[src/hdl/tcd_pkg.sv]
// shared types, codes and sizes for the texture column drawer
`default_nettype none
package tcd_pkg;

    localparam int SCREEN_WIDTH  = 320;
    localparam int TEXTURE_ROWS  = 128;
    localparam int FRACTION_BITS = 16;
    localparam int TEX_IDX_W     = $clog2(TEXTURE_ROWS);
    localparam int QUEUE_DEPTH   = 4;
    localparam int CFG_DATA_W    = 9;

    localparam logic [1:0] FUNC_LOAD  = 2'd0;
    localparam logic [1:0] FUNC_START = 2'd1;
    localparam logic [1:0] FUNC_PIXEL = 2'd2;

    localparam logic [1:0] SEL_COLORMAP    = 2'd0;
    localparam logic [1:0] SEL_TRANSLATION = 2'd1;
    localparam logic [1:0] SEL_TINT        = 2'd2;
    localparam logic [1:0] SEL_TEXTURE     = 2'd3;

    localparam logic [2:0] MODE_PLAIN      = 3'd0;
    localparam logic [2:0] MODE_TINT       = 3'd1;
    localparam logic [2:0] MODE_ALT_TINT   = 3'd2;
    localparam logic [2:0] MODE_TRANS      = 3'd3;
    localparam logic [2:0] MODE_TRANS_TINT = 3'd4;

    localparam logic [1:0] CFG_CENTER_ROW    = 2'd0;
    localparam logic [1:0] CFG_VIEW_HEIGHT   = 2'd1;
    localparam logic [1:0] CFG_VIEW_X_OFFSET = 2'd2;
    localparam logic [1:0] CFG_VIEW_Y_OFFSET = 2'd3;

    typedef enum logic [1:0] {
        OP_LOAD,
        OP_START,
        OP_PIXEL
    } op_t;

    typedef struct packed {
        logic [1:0]         func;
        logic [1:0]         table_select;
        logic [15:0]        table_index;
        logic [7:0]         table_value;
        logic [7:0]         first_row;
        logic [7:0]         last_row;
        logic [8:0]         screen_column;
        logic signed [31:0] step;
        logic signed [31:0] texture_mid;
        logic [2:0]         mode;
        logic [7:0]         under_pixel;
    } in_item_t;

    typedef struct packed {
        logic        result_kind;
        logic [15:0] pixel_address;
        logic [7:0]  pixel_value;
        logic [7:0]  pixel_count;
        logic        last_pixel;
    } out_item_t;

    typedef struct packed {
        logic [7:0] center_row;
        logic [7:0] view_height;
        logic [8:0] view_x_offset;
        logic [7:0] view_y_offset;
    } cfg_t;

    // one classified item between front and back
    typedef struct packed {
        op_t                  kind;
        logic [1:0]           sel;
        logic [15:0]          index;
        logic [7:0]           value;
        logic [TEX_IDX_W-1:0] texel;
        logic [7:0]           row;
        logic [8:0]           column;
        logic [2:0]           mode;
        logic [7:0]           under;
        logic [7:0]           count;
        logic                 last;
    } q_entry_t;

endpackage
`default_nettype wire

[src/hdl/tcd_queue.sv]
// short item queue between front end and back end
`default_nettype none
module tcd_queue
    import tcd_pkg::*;
(
    input  wire logic     clk,
    input  wire logic     rst_n,
    input  wire logic     push,
    input  wire q_entry_t push_data,
    output logic          ready,
    output logic          valid,
    output q_entry_t      head,
    input  wire logic     pop
);

    localparam int PTR_W = $clog2(QUEUE_DEPTH);
    localparam int CNT_W = $clog2(QUEUE_DEPTH + 1);

    q_entry_t           slots_reg [QUEUE_DEPTH];
    logic [PTR_W-1:0]   wr_ptr_reg, wr_ptr_next;
    logic [PTR_W-1:0]   rd_ptr_reg, rd_ptr_next;
    logic [CNT_W-1:0]   count_reg, count_next;
    logic               do_push, do_pop;

    assign ready   = (count_reg != CNT_W'(QUEUE_DEPTH));
    assign valid   = (count_reg != '0);
    assign head    = slots_reg[rd_ptr_reg];
    assign do_push = push && ready;
    assign do_pop  = pop && valid;

    always_comb
    begin
        wr_ptr_next = wr_ptr_reg;
        rd_ptr_next = rd_ptr_reg;
        if (do_push)
        begin
            wr_ptr_next = (wr_ptr_reg == PTR_W'(QUEUE_DEPTH - 1)) ? '0 : wr_ptr_reg + 1'b1;
        end
        if (do_pop)
        begin
            rd_ptr_next = (rd_ptr_reg == PTR_W'(QUEUE_DEPTH - 1)) ? '0 : rd_ptr_reg + 1'b1;
        end
        count_next = count_reg + CNT_W'(do_push) - CNT_W'(do_pop);
    end

    always_ff @(posedge clk or negedge rst_n)
    begin
        if (!rst_n)
        begin
            wr_ptr_reg <= '0;
            rd_ptr_reg <= '0;
            count_reg  <= '0;
        end
        else
        begin
            wr_ptr_reg <= wr_ptr_next;
            rd_ptr_reg <= rd_ptr_next;
            count_reg  <= count_next;
        end
    end

    always_ff @(posedge clk)
    begin
        if (do_push)
        begin
            slots_reg[wr_ptr_reg] <= push_data;
        end
    end

    a_count_bound: assert property (@(posedge clk) disable iff (!rst_n)
        count_reg <= CNT_W'(QUEUE_DEPTH))
        else $error("queue fill count beyond depth");

    a_no_pop_empty: assert property (@(posedge clk) disable iff (!rst_n)
        pop |-> valid)
        else $error("queue popped while empty");

endmodule
`default_nettype wire

[config.mk]
export PLATFORM = sky130hd
export DESIGN_NAME = tcd_queue
export DESIGN_NICKNAME = d
export VERILOG_FILES = /design/src/hdl/tcd_pkg.sv /design/src/hdl/tcd_queue.sv
export SDC_FILE = /design/constraint.sdc
export NUM_CORES = 1
export LEC_CHECK = 0
export BUFFER_PORTS_ARGS = -buffer_cell sky130_fd_sc_hd__buf_2
export CELL_PAD_IN_SITES_DETAIL_PLACEMENT = 0
export CELL_PAD_IN_SITES_GLOBAL_PLACEMENT = 1
export CORE_MARGIN = 4
export CORE_UTILIZATION = 50
export DETAILED_ROUTE_END_ITERATION = 7
export GPL_TIMING_DRIVEN = 0
export HOLD_SLACK_MARGIN = 0.03
export PLACE_DENSITY_LB_ADDON = 0.1
export SETUP_SLACK_MARGIN = 0.15
export SLEW_MARGIN = 20
export SYNTH_ARGS = -nofsm -noshare
export SYNTH_HDL_FRONTEND = slang
export SYNTH_SLANG_ARGS = --single-unit
[constraint.sdc]
create_clock -name clk -period 2.8 [get_ports clk]
set_input_delay 0.56 -clock clk [delete_from_list [all_inputs] [get_ports clk]]
set_output_delay 0.56 -clock clk [all_outputs]
set_load 0.02 [all_outputs]
==> impl_metrics.csv <==
group,metric,value,unit
outcome,status,"completed",
logic_synthesis,syn_avg_cell_area,26.1,µm²
final_layout,layout_commonest_cell,"edfxtp_1",
logic_synthesis,seq_area_frac_synth,81.6,%
sta,setup_viol,0,
placement,io_buffers,149,
setup_path,cp_slowest_cell,"mux4_2",
routing,dr.first_iter.drc_count,274,
floorplanning,die-area,24000,µm²
sta,min_period,2.57,ns
power,p_leak,4.53,nW
routing,dr.pass1.iters,4,
setup_path,worst-path-buf-inv,3,
sta,min_period_over_period,91.6,%
sta,drv_slew,0,
setup_path,cp_top_family,"buffers and inverters",
placement,dp_slack,0.305,ns
placement,place.gp.congestion,0.727,
setup_path,required,2.24,ns
cts,clock_path_buffers,3,
setup_path,critPathCaptureType,"output port",
logic_synthesis,ys_warn_count,0,
routing,drtAntennaViolNets,0,
global_route,grt_max_degree,43,
floorplanning,ioPinCount,150,
cts,cts_sinks,295,
setup_path,critPathMaxFanout,10,
power,p_per_area,1120,nW/µm²
final_layout,final_cell_mix,"288 x edfxtp_1, 149 x buf_2, 72 x mux4_2",
placement,dp_hpwl,12000,µm
final_layout,final_util,61.9,%
sta,slew_headroom,53.1,%
sta,fin_worst_skew,0.0110,ns
routing,via_per_inst,5.38,
job,drv_cap,0,
sta,whs,0.234,ns
sta,final.setup.worst_slack,0.235,ns
final_layout,layout.nets,686,
final_layout,antenna-diode-count,0,
logic_synthesis,ys_ff_latch,295,
logic_synthesis,synthDistinctLibCells,19,
sta,rsz0062_at_grt,"yes",
floorplanning,fp.dieW,155,µm
routing,vias,4838,
global_route,grt_pass1_wl,29600,µm
setup_path,path_class,"register to output port",
logic_synthesis,syn_inst,414,
cts,post_cts_buffers,0,
final_layout,area_growth,21.2,%
setup_path,crit_arrival,2.01,ns
global_route,overflow,0,
floorplanning,core_area,21200,µm²
cts,ctsRootBufferMaster,"clkbuf_16",
sta,hold_viol,0,
sta,fmax,0.390,GHz
final_layout,largest_reg_flops,288,
setup_path,cp-start-kind,"register",
worst_hold_path,hp-class,"input pin to register",
floorplanning,num_rows,53,
global_route,antenna_found_initial,1,
setup_path,slowest_delay,0.52,ns
routing,wirelength,19200,µm
routing,routedWlPerCell,21.3,µm
power,power,14.6,mW
cts,clk_pin_slew,0.06,ns
logic_synthesis,syn_nets,498,
cts,cts_buffers,29,
floorplanning,start_util,51.1,%
final_layout,drive_gt1_share,47.9,%
global_route,grt_pass1_vias,5222,
cts,cts_tree,"built",
setup_path,r2r_setup_slack,0.32,ns
cts,ctsHtreeMaxLevel,1,
global_route,grt_use_total,16.2,%
power,ir_worst_vdd,0.000826,V
floorplanning,die_y,155,µm
routing,drc,0,
cts,worstSkewPairLatency,0.54,ns
sta,worst_pin_slew,0.703,ns
sta,finalSetupTns,0,ns
logic_synthesis,synth_area,10800,µm²
setup_path,path_cells,"buf_12 -> buf_8 -> mux4_2 -> buf_2",
## cell type report
| type | instances | area [µm²] |
|---|---|---|
| Inverter | 7 | 26.3 |
| Sequential cell | 295 | 8820 |
| Clock buffer | 31 | 733 |
| Multi-Input combinational cell | 96 | 1890 |
| Tap cell | 275 | 344 |
| Buffer | 16 | 183 |
| Timing Repair Buffer | 157 | 896 |
| Clock inverter | 22 | 206 |
| Fill cell | 1496 | 8060 |
## metal layers
metal	wire (µm)	global-route usage (%)	up-vias
met4	337	4.08	2
met1	7840	21.4	2521
met2	9730	27.7	131
met3	1270	3.67	27
li1	-	-	2157
met5	12	0	-
## where the power goes
part | switching (mW) | leakage [nW] | internal, mW
clock network | 1.53 | 0.454 | 2.25
logic | 2.75 | 1.35 | 2.07
registers | 0.201 | 2.72 | 5.83
## cells in the mapped netlist
cell type / n / area, µm²
dfrtp_1: 7 / 175
clkbuf_1: 1 / 3.75
nand2_1: 1 / 3.75
inv_1: 7 / 26.3
ha_1: 7 / 87.6
buf_1: 4 / 15.0
buf_4: 6 / 45.0
or3_2: 1 / 7.51
or3b_4: 1 / 11.3
xnor2_1: 2 / 17.5
edfxtp_1: 288 / 8650
and2_4: 1 / 8.76
nor2_1: 2 / 7.51
mux2_4: 2 / 30.0
mux4_2: 72 / 1620
and3_2: 4 / 30.0
mux2_2: 2 / 22.5
buf_2: 5 / 25.0
fa_1: 1 / 20.0
## worst paths after layout
path	startpoint	to	cells past startpoint
max	rd_ptr_reg[0]$_DFFE_PN0P_	head[61]	4
min	push_data[68]	slots_reg[0][68]$_DFFE_PP_	1
max reg2reg	count_reg[1]$_DFF_PN0_	count_reg[2]$_DFF_PN0_	10
min reg2reg	count_reg[2]$_DFF_PN0_	count_reg[2]$_DFF_PN0_	1
max in group asynchronous	rst_n	rd_ptr_reg[0]$_DFFE_PN0P_	2
min in group asynchronous	rst_n	wr_ptr_reg[1]$_DFFE_PN0P_	2
## metrics by stage
stage | cells | cell area, µm²
after global placement | 838 | 11900
after global routing | 899 | 13100
after floorplan | 414 | 10800
final | 899 | 13100
after CTS | 899 | 13100
after detailed placement | 845 | 12100
## cells by family (layout without fill, tap and decap cells)
logic type	count (synthesis)	count (layout)	share of synthesized area, %
buf+inv	23	233	1.07
mux	76	76	15.5
fa+ha+maj	8	8	0.996
simple gates	10	10	0.637
xor+xnor	2	2	0.162
flops	295	295	81.6
## worst reg2reg max path: cells and delay by family (launching register included)
family	cells	cell delay, ns
xor+xnor	2	0.36
fa+ha+maj	3	0.79
buf+inv	3	0.16
flops	1	0.43
simple gates	2	0.66
## timing repair
item                       CTS  global route
pin swaps                    0             0
hold endpoints to repair     7             0
hold buffers                 1             0
setup endpoints to repair   61            69
gates resized for setup     23            10
(Power assumes the default switching activity.)
