`src/hdl/tcd_pkg.sv`:
```
// shared types, codes and sizes for the texture column drawer
`default_nettype none
package tcd_pkg;

    localparam int SCREEN_WIDTH  = 320;
    localparam int TEXTURE_ROWS  = 128;
    localparam int FRACTION_BITS = 16;
    localparam int TEX_IDX_W     = $clog2(TEXTURE_ROWS);
    localparam int QUEUE_DEPTH   = 4;
    localparam int CFG_DATA_W    = 9;

    localparam logic [1:0] FUNC_LOAD  = 2'd0;
    localparam logic [1:0] FUNC_START = 2'd1;
    localparam logic [1:0] FUNC_PIXEL = 2'd2;

    localparam logic [1:0] SEL_COLORMAP    = 2'd0;
    localparam logic [1:0] SEL_TRANSLATION = 2'd1;
    localparam logic [1:0] SEL_TINT        = 2'd2;
    localparam logic [1:0] SEL_TEXTURE     = 2'd3;

    localparam logic [2:0] MODE_PLAIN      = 3'd0;
    localparam logic [2:0] MODE_TINT       = 3'd1;
    localparam logic [2:0] MODE_ALT_TINT   = 3'd2;
    localparam logic [2:0] MODE_TRANS      = 3'd3;
    localparam logic [2:0] MODE_TRANS_TINT = 3'd4;

    localparam logic [1:0] CFG_CENTER_ROW    = 2'd0;
    localparam logic [1:0] CFG_VIEW_HEIGHT   = 2'd1;
    localparam logic [1:0] CFG_VIEW_X_OFFSET = 2'd2;
    localparam logic [1:0] CFG_VIEW_Y_OFFSET = 2'd3;

    typedef enum logic [1:0] {
        OP_LOAD,
        OP_START,
        OP_PIXEL
    } op_t;

    typedef struct packed {
        logic [1:0]         func;
        logic [1:0]         table_select;
        logic [15:0]        table_index;
        logic [7:0]         table_value;
        logic [7:0]         first_row;
        logic [7:0]         last_row;
        logic [8:0]         screen_column;
        logic signed [31:0] step;
        logic signed [31:0] texture_mid;
        logic [2:0]         mode;
        logic [7:0]         under_pixel;
    } in_item_t;

    typedef struct packed {
        logic        result_kind;
        logic [15:0] pixel_address;
        logic [7:0]  pixel_value;
        logic [7:0]  pixel_count;
        logic        last_pixel;
    } out_item_t;

    typedef struct packed {
        logic [7:0] center_row;
        logic [7:0] view_height;
        logic [8:0] view_x_offset;
        logic [7:0] view_y_offset;
    } cfg_t;

    // one classified item between front and back
    typedef struct packed {
        op_t                  kind;
        logic [1:0]           sel;
        logic [15:0]          index;
        logic [7:0]           value;
        logic [TEX_IDX_W-1:0] texel;
        logic [7:0]           row;
        logic [8:0]           column;
        logic [2:0]           mode;
        logic [7:0]           under;
        logic [7:0]           count;
        logic                 last;
    } q_entry_t;

endpackage
`default_nettype wire

```
`src/hdl/tcd_front.sv`:
```
// front end: takes items, sets up columns, steps the coordinate, classifies
`default_nettype none
module tcd_front
    import tcd_pkg::*;
(
    input  wire logic     clk,
    input  wire logic     rst_n,
    input  wire logic     in_valid,
    output logic          in_ready,
    input  wire in_item_t in_data,
    input  wire cfg_t     cfg,
    output logic          q_push,
    output q_entry_t      q_data,
    input  wire logic     q_ready
);

    typedef struct packed {
        logic [1:0]  func;
        logic [1:0]  sel;
        logic [15:0] index;
        logic [7:0]  value;
        logic [2:0]  mode;
        logic [7:0]  first;
        logic [7:0]  cnt;
        logic [8:0]  column;
        logic [31:0] step;
        logic [31:0] mid;
        logic [31:0] prod;
        logic [7:0]  under;
    } s1_t;

    logic        s1_valid_reg, s1_valid_next;
    s1_t         s1_reg, s1_next;
    logic        s1_fire;
    logic        do_push;

    logic [31:0] coord_reg, coord_next;
    logic [31:0] step_reg, step_next;
    logic [7:0]  row_reg, row_next;
    logic [7:0]  left_reg, left_next;
    logic [8:0]  column_reg, column_next;
    logic [2:0]  mode_reg, mode_next;

    logic [2:0]         mode_n;
    logic               clip;
    logic signed [9:0]  first_c, last_c, cnt_s, diff;
    logic [7:0]         cnt;

    // start setup: mode cleanup, translucent clipping, row count, offset product
    always_comb
    begin
        mode_n  = (in_data.mode > MODE_TRANS_TINT) ? MODE_PLAIN : in_data.mode;
        clip    = (mode_n == MODE_TINT) || (mode_n == MODE_ALT_TINT);
        first_c = {2'b00, in_data.first_row};
        last_c  = {2'b00, in_data.last_row};
        if (clip && in_data.first_row == 8'd0)
        begin
            first_c = 10'sd1;
        end
        if (clip && last_c == ({2'b00, cfg.view_height} - 10'sd1))
        begin
            last_c = {2'b00, cfg.view_height} - 10'sd2;
        end
        cnt_s = last_c - first_c + 10'sd1;
        if (cnt_s < 10'sd0)
        begin
            cnt = 8'd0;
        end
        else if (cnt_s > 10'sd255)
        begin
            cnt = 8'd255;
        end
        else
        begin
            cnt = cnt_s[7:0];
        end
        diff = first_c - {2'b00, cfg.center_row};

        s1_next.func   = in_data.func;
        s1_next.sel    = in_data.table_select;
        s1_next.index  = in_data.table_index;
        s1_next.value  = in_data.table_value;
        s1_next.mode   = mode_n;
        s1_next.first  = first_c[7:0];
        s1_next.cnt    = cnt;
        s1_next.column = in_data.screen_column;
        s1_next.step   = in_data.step;
        s1_next.mid    = in_data.texture_mid;
        s1_next.prod   = 32'(diff * in_data.step);
        s1_next.under  = in_data.under_pixel;
    end

    assign in_ready      = !s1_valid_reg || q_ready;
    assign s1_fire       = s1_valid_reg && q_ready;
    assign s1_valid_next = (in_valid && in_ready) ? 1'b1 : (s1_fire ? 1'b0 : s1_valid_reg);

    // second stage: column state update and queue entry
    always_comb
    begin
        q_data        = '0;
        q_data.kind   = OP_LOAD;
        q_data.sel    = s1_reg.sel;
        q_data.index  = s1_reg.index;
        q_data.value  = s1_reg.value;
        q_data.texel  = TEX_IDX_W'($signed(coord_reg) >>> FRACTION_BITS);
        q_data.row    = row_reg;
        q_data.column = column_reg;
        q_data.mode   = mode_reg;
        q_data.under  = s1_reg.under;
        do_push       = 1'b0;
        coord_next    = coord_reg;
        step_next     = step_reg;
        row_next      = row_reg;
        left_next     = left_reg;
        column_next   = column_reg;
        mode_next     = mode_reg;
        unique case (s1_reg.func)
            FUNC_LOAD:
            begin
                do_push = 1'b1;
            end
            FUNC_START:
            begin
                do_push      = 1'b1;
                q_data.kind  = OP_START;
                q_data.count = s1_reg.cnt;
                coord_next   = s1_reg.mid + s1_reg.prod;
                step_next    = s1_reg.step;
                row_next     = s1_reg.first;
                left_next    = s1_reg.cnt;
                column_next  = s1_reg.column;
                mode_next    = s1_reg.mode;
            end
            FUNC_PIXEL:
            begin
                if (left_reg != 8'd0)
                begin
                    do_push     = 1'b1;
                    q_data.kind = OP_PIXEL;
                    q_data.last = (left_reg == 8'd1);
                    coord_next  = coord_reg + step_reg;
                    row_next    = row_reg + 8'd1;
                    left_next   = left_reg - 8'd1;
                end
            end
            default:
            begin
                do_push = 1'b0;
            end
        endcase
    end

    assign q_push = s1_fire && do_push;

    always_ff @(posedge clk or negedge rst_n)
    begin
        if (!rst_n)
        begin
            s1_valid_reg <= 1'b0;
            coord_reg    <= '0;
            step_reg     <= '0;
            row_reg      <= '0;
            left_reg     <= '0;
            column_reg   <= '0;
            mode_reg     <= '0;
        end
        else
        begin
            s1_valid_reg <= s1_valid_next;
            if (s1_fire)
            begin
                coord_reg  <= coord_next;
                step_reg   <= step_next;
                row_reg    <= row_next;
                left_reg   <= left_next;
                column_reg <= column_next;
                mode_reg   <= mode_next;
            end
        end
    end

    always_ff @(posedge clk)
    begin
        if (in_valid && in_ready)
        begin
            s1_reg <= s1_next;
        end
    end

    a_start_loads_count: assert property (@(posedge clk) disable iff (!rst_n)
        (s1_fire && s1_reg.func == FUNC_START) |=> (left_reg == $past(s1_reg.cnt)))
        else $error("column start did not load the pixel count");

    a_no_pixel_when_idle: assert property (@(posedge clk) disable iff (!rst_n)
        (q_push && q_data.kind == OP_PIXEL) |-> (left_reg != 8'd0))
        else $error("pixel item queued with no column active");

endmodule
`default_nettype wire

```
`config.mk`:
```
export PLATFORM = sky130hd
export DESIGN_NAME = tcd_front
export DESIGN_NICKNAME = d
export VERILOG_FILES = /design/src/hdl/tcd_pkg.sv /design/src/hdl/tcd_front.sv
export SDC_FILE = /design/constraint.sdc
export NUM_CORES = 1
export LEC_CHECK = 0
export BUFFER_PORTS_ARGS = -buffer_cell sky130_fd_sc_hd__buf_2
export CORE_MARGIN = 4
export CORE_UTILIZATION = 60
export CTS_BUF_LIST = sky130_fd_sc_hd__clkbuf_16
export DETAILED_ROUTE_END_ITERATION = 12
export GPL_TIMING_DRIVEN = 0
export PLACE_DENSITY = 0.83
export SLEW_MARGIN = 15
export SYNTH_ARGS = -nofsm -noshare
export SYNTH_HDL_FRONTEND = slang
export SYNTH_SLANG_ARGS = --single-unit
```
`constraint.sdc`:
```
create_clock -name clk -period 8 [get_ports clk]
set_input_delay 1.6 -clock clk [delete_from_list [all_inputs] [get_ports clk]]
set_output_delay 1.6 -clock clk [all_outputs]
set_load 0.005 [all_outputs]
```
==> metrics, run 1 <==
Rel. slew slack 0.516; CTS H-tree depth 1; Nets 2140; Die H 171 µm; CP max stage delay 0.56 ns; vias in the first global route 12.3k; fill cell count 1744; Power Density 471 mW/mm²; Post-Syn Instances 1477; # DRC 0; Main synth FF type edfxtp_1; min-delay src s1_reg[90]; Fmax 127 MHz; Core ar. 0.0261 mm²; drt pass-1 iters 5; first-pass GRT wire length 62.9 mm; Hold WC Path Type reg -> reg; pre-CTS setup slack -1.32 ns; hold_ws 0.472 ns; area post-placement 0.0174 mm²; Final Max Tran Viols 0; critical path class in -> reg; Top-Level Pins 239; Worst setup SP type primary input; routed wire length per instance 19.1 µm; Setup WS post-layout 0.114 ns; Routed WL 39.7 mm; most common cell after layout, fill and taps aside buf_2; CTS clk-pin slew, worst paths 0.06 ns; Starting Density 0.609; Worst path slowest cell fa_1; Final setup viols 0; Final Power 8.76 mW; max-cap violations 0; routability-driven placement congestion ratio 0.885; die extent in x 171 µm; ys async rst share 0.361; register area 0.00587 mm²; reg2reg setup slack 4.76 ns; post-DP HPWL 30.2 mm; most frequent cell on the critical path fa_1; Row Count 59; Post-Route Skew 0.0216 ns; multi-input logic area 0.00929 mm²; FF-to-FF Start s1_reg[47]; Antenna Cells 0; synthesized area 0.0159 mm²; antenna violations before repair 1; CP arrival 8.15 ns; GRT Resource Usage Total 0.273; CTS root buf clkbuf_16; Area growth syn-to-layout 17.3%; status complete, no violations; largest net degree at the start of global routing 62; yosys synthesis warning count 0; grt ovf 0; initial DRC count 896; Die ar. 0.0291 mm²; Mapped Nets 1891; maximum clock path buffer count 3; Crit path max-delay family adder cells; post-route cell area 0.0186 mm²; Fin. Hold Viols 0; WP data required 8.26 ns; ANT nets after route 0; most frequent cells in the layout buf_2, inv_1, edfxtp_1, ha_1, fa_1; worst path bufs/invs 4; peak supply drop 555 µV; Post-Syn Area per Cell 10.8 µm²; minimum period implied by the final worst setup slack 7.89 ns; max reg flops 99; Max FO, Critical Path 4; Pleak 8.50 nW; flops & latches, synth 208; total CTS buffers 24; layout cells sized above 1 0.233; Clock Latency Late Sink 0.53 ns; Worst Hold Depth 1; RR Endpoint coord_reg[22]; CTS tree done; vias per cell 5.75; number of I/O port buffers 201; crit end category flip-flop; Hold EP step_reg[18]; RSZ-0062 raised after global routing true; CTS Sinks 208; Total Neg Setup Slack 0 ns; Yosys cell types 71; Reg2Reg Depth 10; Period Utilization, post-route 0.986; sequential cell area fraction in the yosys report 0.370; number of synthesized flops with an enable pin 133; Worst Tran Pin Value 0.725 ns; routed via count 12.0k
-- layer usage --
| layer | wire [µm] | track usage | up-vias |
|---|---|---|---|
| met1 | 16100 | 0.367 | 5864 |
| li1 | - | - | 5498 |
| met4 | 1170 | 0.0910 | 2 |
| met2 | 19100 | 0.452 | 517 |
| met3 | 3400 | 0.0506 | 82 |
| met5 | 11 | 0 | - |
-- logic make-up after synthesis --
kind of cell | after synthesis | share of synthesized area
muxes | 43 | 0.0299
DFF | 208 | 0.370
adders and majority gates | 249 | 0.253
and+or+nand+nor | 431 | 0.140
AOI/OAI and AO/OA | 236 | 0.0938
xor gates and xnor gates | 89 | 0.0513
buffers and inverters | 221 | 0.0621
-- Yosys cell counts (4+ instances only) --
master / n / area (µm²)
mux2_2: 36 / 405
nor3b_1: 4 / 30.0
xor2_1: 25 / 219
nor3_1: 18 / 90.1
a31oi_1: 10 / 62.6
a21boi_0: 5 / 37.5
o21ai_1: 7 / 35.0
mux2i_1: 7 / 70.1
nand4_1: 8 / 50.1
o21ai_0: 47 / 235
and2_1: 78 / 488
nand2b_1: 52 / 325
nand3_1: 16 / 80.1
o21a_1: 7 / 52.6
nand2_1: 79 / 297
a211oi_1: 13 / 97.6
clkbuf_1: 36 / 135
o21bai_1: 8 / 60.1
or3_1: 4 / 25.0
and2_2: 8 / 60.1
xnor2_1: 61 / 534
dfrtp_1: 75 / 1880
or2_2: 5 / 31.3
a21oi_1: 75 / 375
and3_1: 8 / 50.1
inv_1: 141 / 529
nor2b_1: 18 / 113
a21o_1: 20 / 150
edfxtp_1: 133 / 3990
nor4_1: 9 / 56.3
buf_4: 41 / 308
ha_1: 128 / 1600
fa_1: 121 / 2420
o22ai_1: 6 / 37.5
nor2_1: 111 / 417
-- per-stage QoR --
step,std cells,util
6_report,2079,0.715
5_1_grt,2079,0.715
4_1_cts,2069,0.706
2_1_floorplan,1477,-
3_5_place_dp,2016,0.669
3_3_place_gp,2013,0.665
-- worst reg2reg max path, delay by kind of cell, from the launching register on --
| family | cells | cell delay [ns] |
|---|---|---|
| xor+xnor | 1 | 0.18 |
| fa+ha+maj | 1 | 0.41 |
| flops | 1 | 0.41 |
| simple gates | 1 | 0.08 |
| compound gates | 7 | 2.05 |
-- layout make-up --
type	count	area share
inverter	141	0.0284
timing repair buffer	224	0.0683
clock inverter	19	0.00679
buffer	79	0.0262
sequential	208	0.315
clock buffer	25	0.0336
tap	335	0.0225
multi-input combinational	1048	0.499
-- power breakdown --
group / switching, mW / total [mW] / internal (mW) / leakage, nW
clock: 0.439 / 1.04 / 0.599 / 0.380
combinational: 3.27 / 6.00 / 2.73 / 5.98
sequential: 0.135 / 1.72 / 1.59 / 2.14
total: 3.85 / 8.76 / 4.92 / 8.50
-- how the worst max path moves through the flow --
stage | start | cells after the start | slack (ns) | endpoint
final | in_data[9] | 31 | 0.11 | s1_reg[30]
after global routing | in_data[9] | 31 | -0.08 | s1_reg[30]
after CTS | in_data[8] | 30 | 0.009 | s1_reg[29]
after detailed placement | in_data[8] | 30 | -1.32 | s1_reg[29]
after global placement | in_data[8] | 30 | -1.31 | s1_reg[29]
after floorplan | in_data[94] | 28 | -0.04 | s1_reg[29]
-- repair_timing --
item	4_1_cts	5_1_grt
buffers inserted	10	10
pin swaps	15	28
hold endpoints to repair	0	0
resized for setup	31	37
endpoints found under the setup margin	12	10
hold buffers	0	0
(Power assumes the default switching activity.)
==> run 2: changes to the inputs <==
==> constraint.sdc (replaced) <==
create_clock -name clk -period 9.6 [get_ports clk]
set_input_delay 1.92 -clock clk [delete_from_list [all_inputs] [get_ports clk]]
set_output_delay 1.92 -clock clk [all_outputs]
set_load 0.005 [all_outputs]
==> metrics, run 2 (synthesis results as in run 1) <==
Hold EP step_reg[7] (was step_reg[18]); largest net degree at the start of global routing 65 (was 62); # DRC 0 (unchanged); GRT Resource Usage Total 0.273 (about the same); post-route cell area 0.0182 mm² (was 0.0186 mm²); max reg flops 99 (unchanged); Final Power 7.02 mW (was 8.76 mW); ANT nets after route 0 (unchanged); worst path bufs/invs 2 (was 4); most frequent cell on the critical path fa_1 (unchanged); Final setup viols 0 (unchanged); initial DRC count 886 (was 896); area post-placement 0.0174 mm² (about the same); RR Endpoint coord_reg[22] (unchanged); Critical Path Stages 29 (was 31); Routed WL 39.6 mm (was 39.7 mm); total CTS buffers 24 (unchanged); peak supply drop 461 µV (was 555 µV); die extent in x 171 µm (unchanged); Cell Count Post-Placement 2016 (unchanged); FF-to-FF Start s1_reg[47] (unchanged); first-pass GRT wire length 63.2 mm (was 62.9 mm); Final Instance Count excl. Fillers 2062 (was 2079); Nets 2122 (was 2140); number of I/O port buffers 201 (unchanged); post-DP HPWL 30.0 mm (was 30.2 mm); Hold WC Path Type reg -> reg (unchanged); minimum period implied by the final worst setup slack 9.24 ns; Crit path max-delay family adder cells (unchanged); Starting Density 0.609 (unchanged); most frequent cells in the layout buf_2, inv_1, edfxtp_1, ha_1, fa_1 (unchanged); Worst Hold Depth 1 (unchanged); Clock Latency Late Sink 0.53 ns (about the same); routed wire length per instance 19.2 µm (was 19.1 µm); Setup WS post-layout 0.364 ns (was 0.114 ns); Die H 171 µm (unchanged); CTS hold repair buffers 0 (unchanged); Row Count 59 (unchanged); Core ar. 0.0261 mm² (unchanged); status complete, no violations (unchanged); Period Utilization, post-route 0.962; Area growth syn-to-layout 14.8% (was 17.3%); maximum clock path buffer count 3 (unchanged); Fin. Hold Viols 0 (unchanged); max-cap violations 0 (unchanged); vias in the first global route 12.5k (was 12.3k); Post-Route Skew 0.0324 ns (was 0.0216 ns); Final Max Tran Viols 0 (unchanged); vias per cell 5.76 (was 5.75); CP max stage delay 0.54 ns (was 0.56 ns); Worst Tran Pin Value 0.809 ns (was 0.725 ns); drt pass-1 iters 7 (was 5); Final Core Density 0.700 (was 0.715); pre-CTS setup slack -0.622 ns (was -1.32 ns); Pleak 8.34 nW (was 8.50 nW); Power Density 385 mW/mm² (was 471 mW/mm²); crit end category flip-flop (unchanged); grt ovf 0 (unchanged); CTS tree done (unchanged); Fmax 108 MHz; CTS root buf clkbuf_16 (unchanged); reg2reg setup slack 6.40 ns (was 4.76 ns); Die ar. 0.0291 mm² (unchanged); critical path class in -> reg (unchanged); routability-driven placement congestion ratio 0.944 (was 0.885); most common cell after layout, fill and taps aside buf_2 (unchanged); layout cells sized above 1 0.207 (was 0.233); Max FO, Critical Path 10 (was 4); CTS Sinks 208 (unchanged); Top-Level Pins 239 (unchanged); WP data required 9.85 ns (was 8.26 ns); Worst path slowest cell fa_1 (unchanged); antenna violations before repair 1 (unchanged); min-delay src s1_reg[79] (was s1_reg[90]); CTS clk-pin slew, worst paths 0.06 ns (about the same); Rel. slew slack 0.461 (was 0.516); CTS H-tree depth 1 (unchanged); CP arrival 9.48 ns (was 8.15 ns); Reg2Reg Depth 10 (unchanged); routed via count 11.9k (was 12.0k); Worst setup SP type primary input (unchanged)
## run 2: power by group
group          internal, mW  switching [mW]
sequential             1.32           0.114
combinational          2.06            2.64
clock                 0.503           0.375
total                  3.89            3.13
## run 2: worst max-delay path by stage
stage                     start         end  slack (ns)
finish               in_data[8]  s1_reg[30]        0.36
global route         in_data[8]  s1_reg[30]       -0.01
floorplan           in_data[94]  s1_reg[29]        0.94
global placement     in_data[8]  s1_reg[29]       -0.56
CTS                  in_data[8]  s1_reg[29]        0.07
detailed placement   in_data[8]  s1_reg[29]       -0.62
## run 2: timing repair
action                                  4_1_cts  5_1_grt
endpoints found under the setup margin        1        6
resized for setup                             3       16
setup buffers                                 0        1
pin swaps                                     0        1
## run 2: through the flow
step / hold WS, ns / setup TNS (ns)
after floorplan: 0.448 / 0
after global placement: 0.458 / -1.37
after detailed placement: 0.465 / -1.99
after CTS: 0.472 / 0
after global routing: 0.479 / -0.0106
final: 0.472 / 0
## run 2: worst register-to-register path, delay by kind of cell, from the launching register on
family / cells / cell delay [ns]
flip-flops: 1 / 0.39
XOR/XNOR: 1 / 0.16
adder cells (fa/ha/maj): 1 / 0.39
AND/OR/NAND/NOR: 1 / 0.09
AO/OA/AOI/OAI: 7 / 2.04
## run 2: layout make-up
type	count	area [µm²]
timing repair buffer	205	1100
sequential	208	5870
tap	335	419
fill	1914	7830
clock buffer	25	626
antenna	1	2.50
buffer	80	462
multi-input combinational	1048	9090
clock inverter	19	139
inverter	141	529
## run 2: metal layers
metal  up-vias  global-route usage  routed length (µm)
met3       131              0.0494                3400
met5         -                   0                   0
met4         0               0.103                1640
li1       5456                   -                   -
met1      5749               0.352               15600
met2       550               0.463               19000
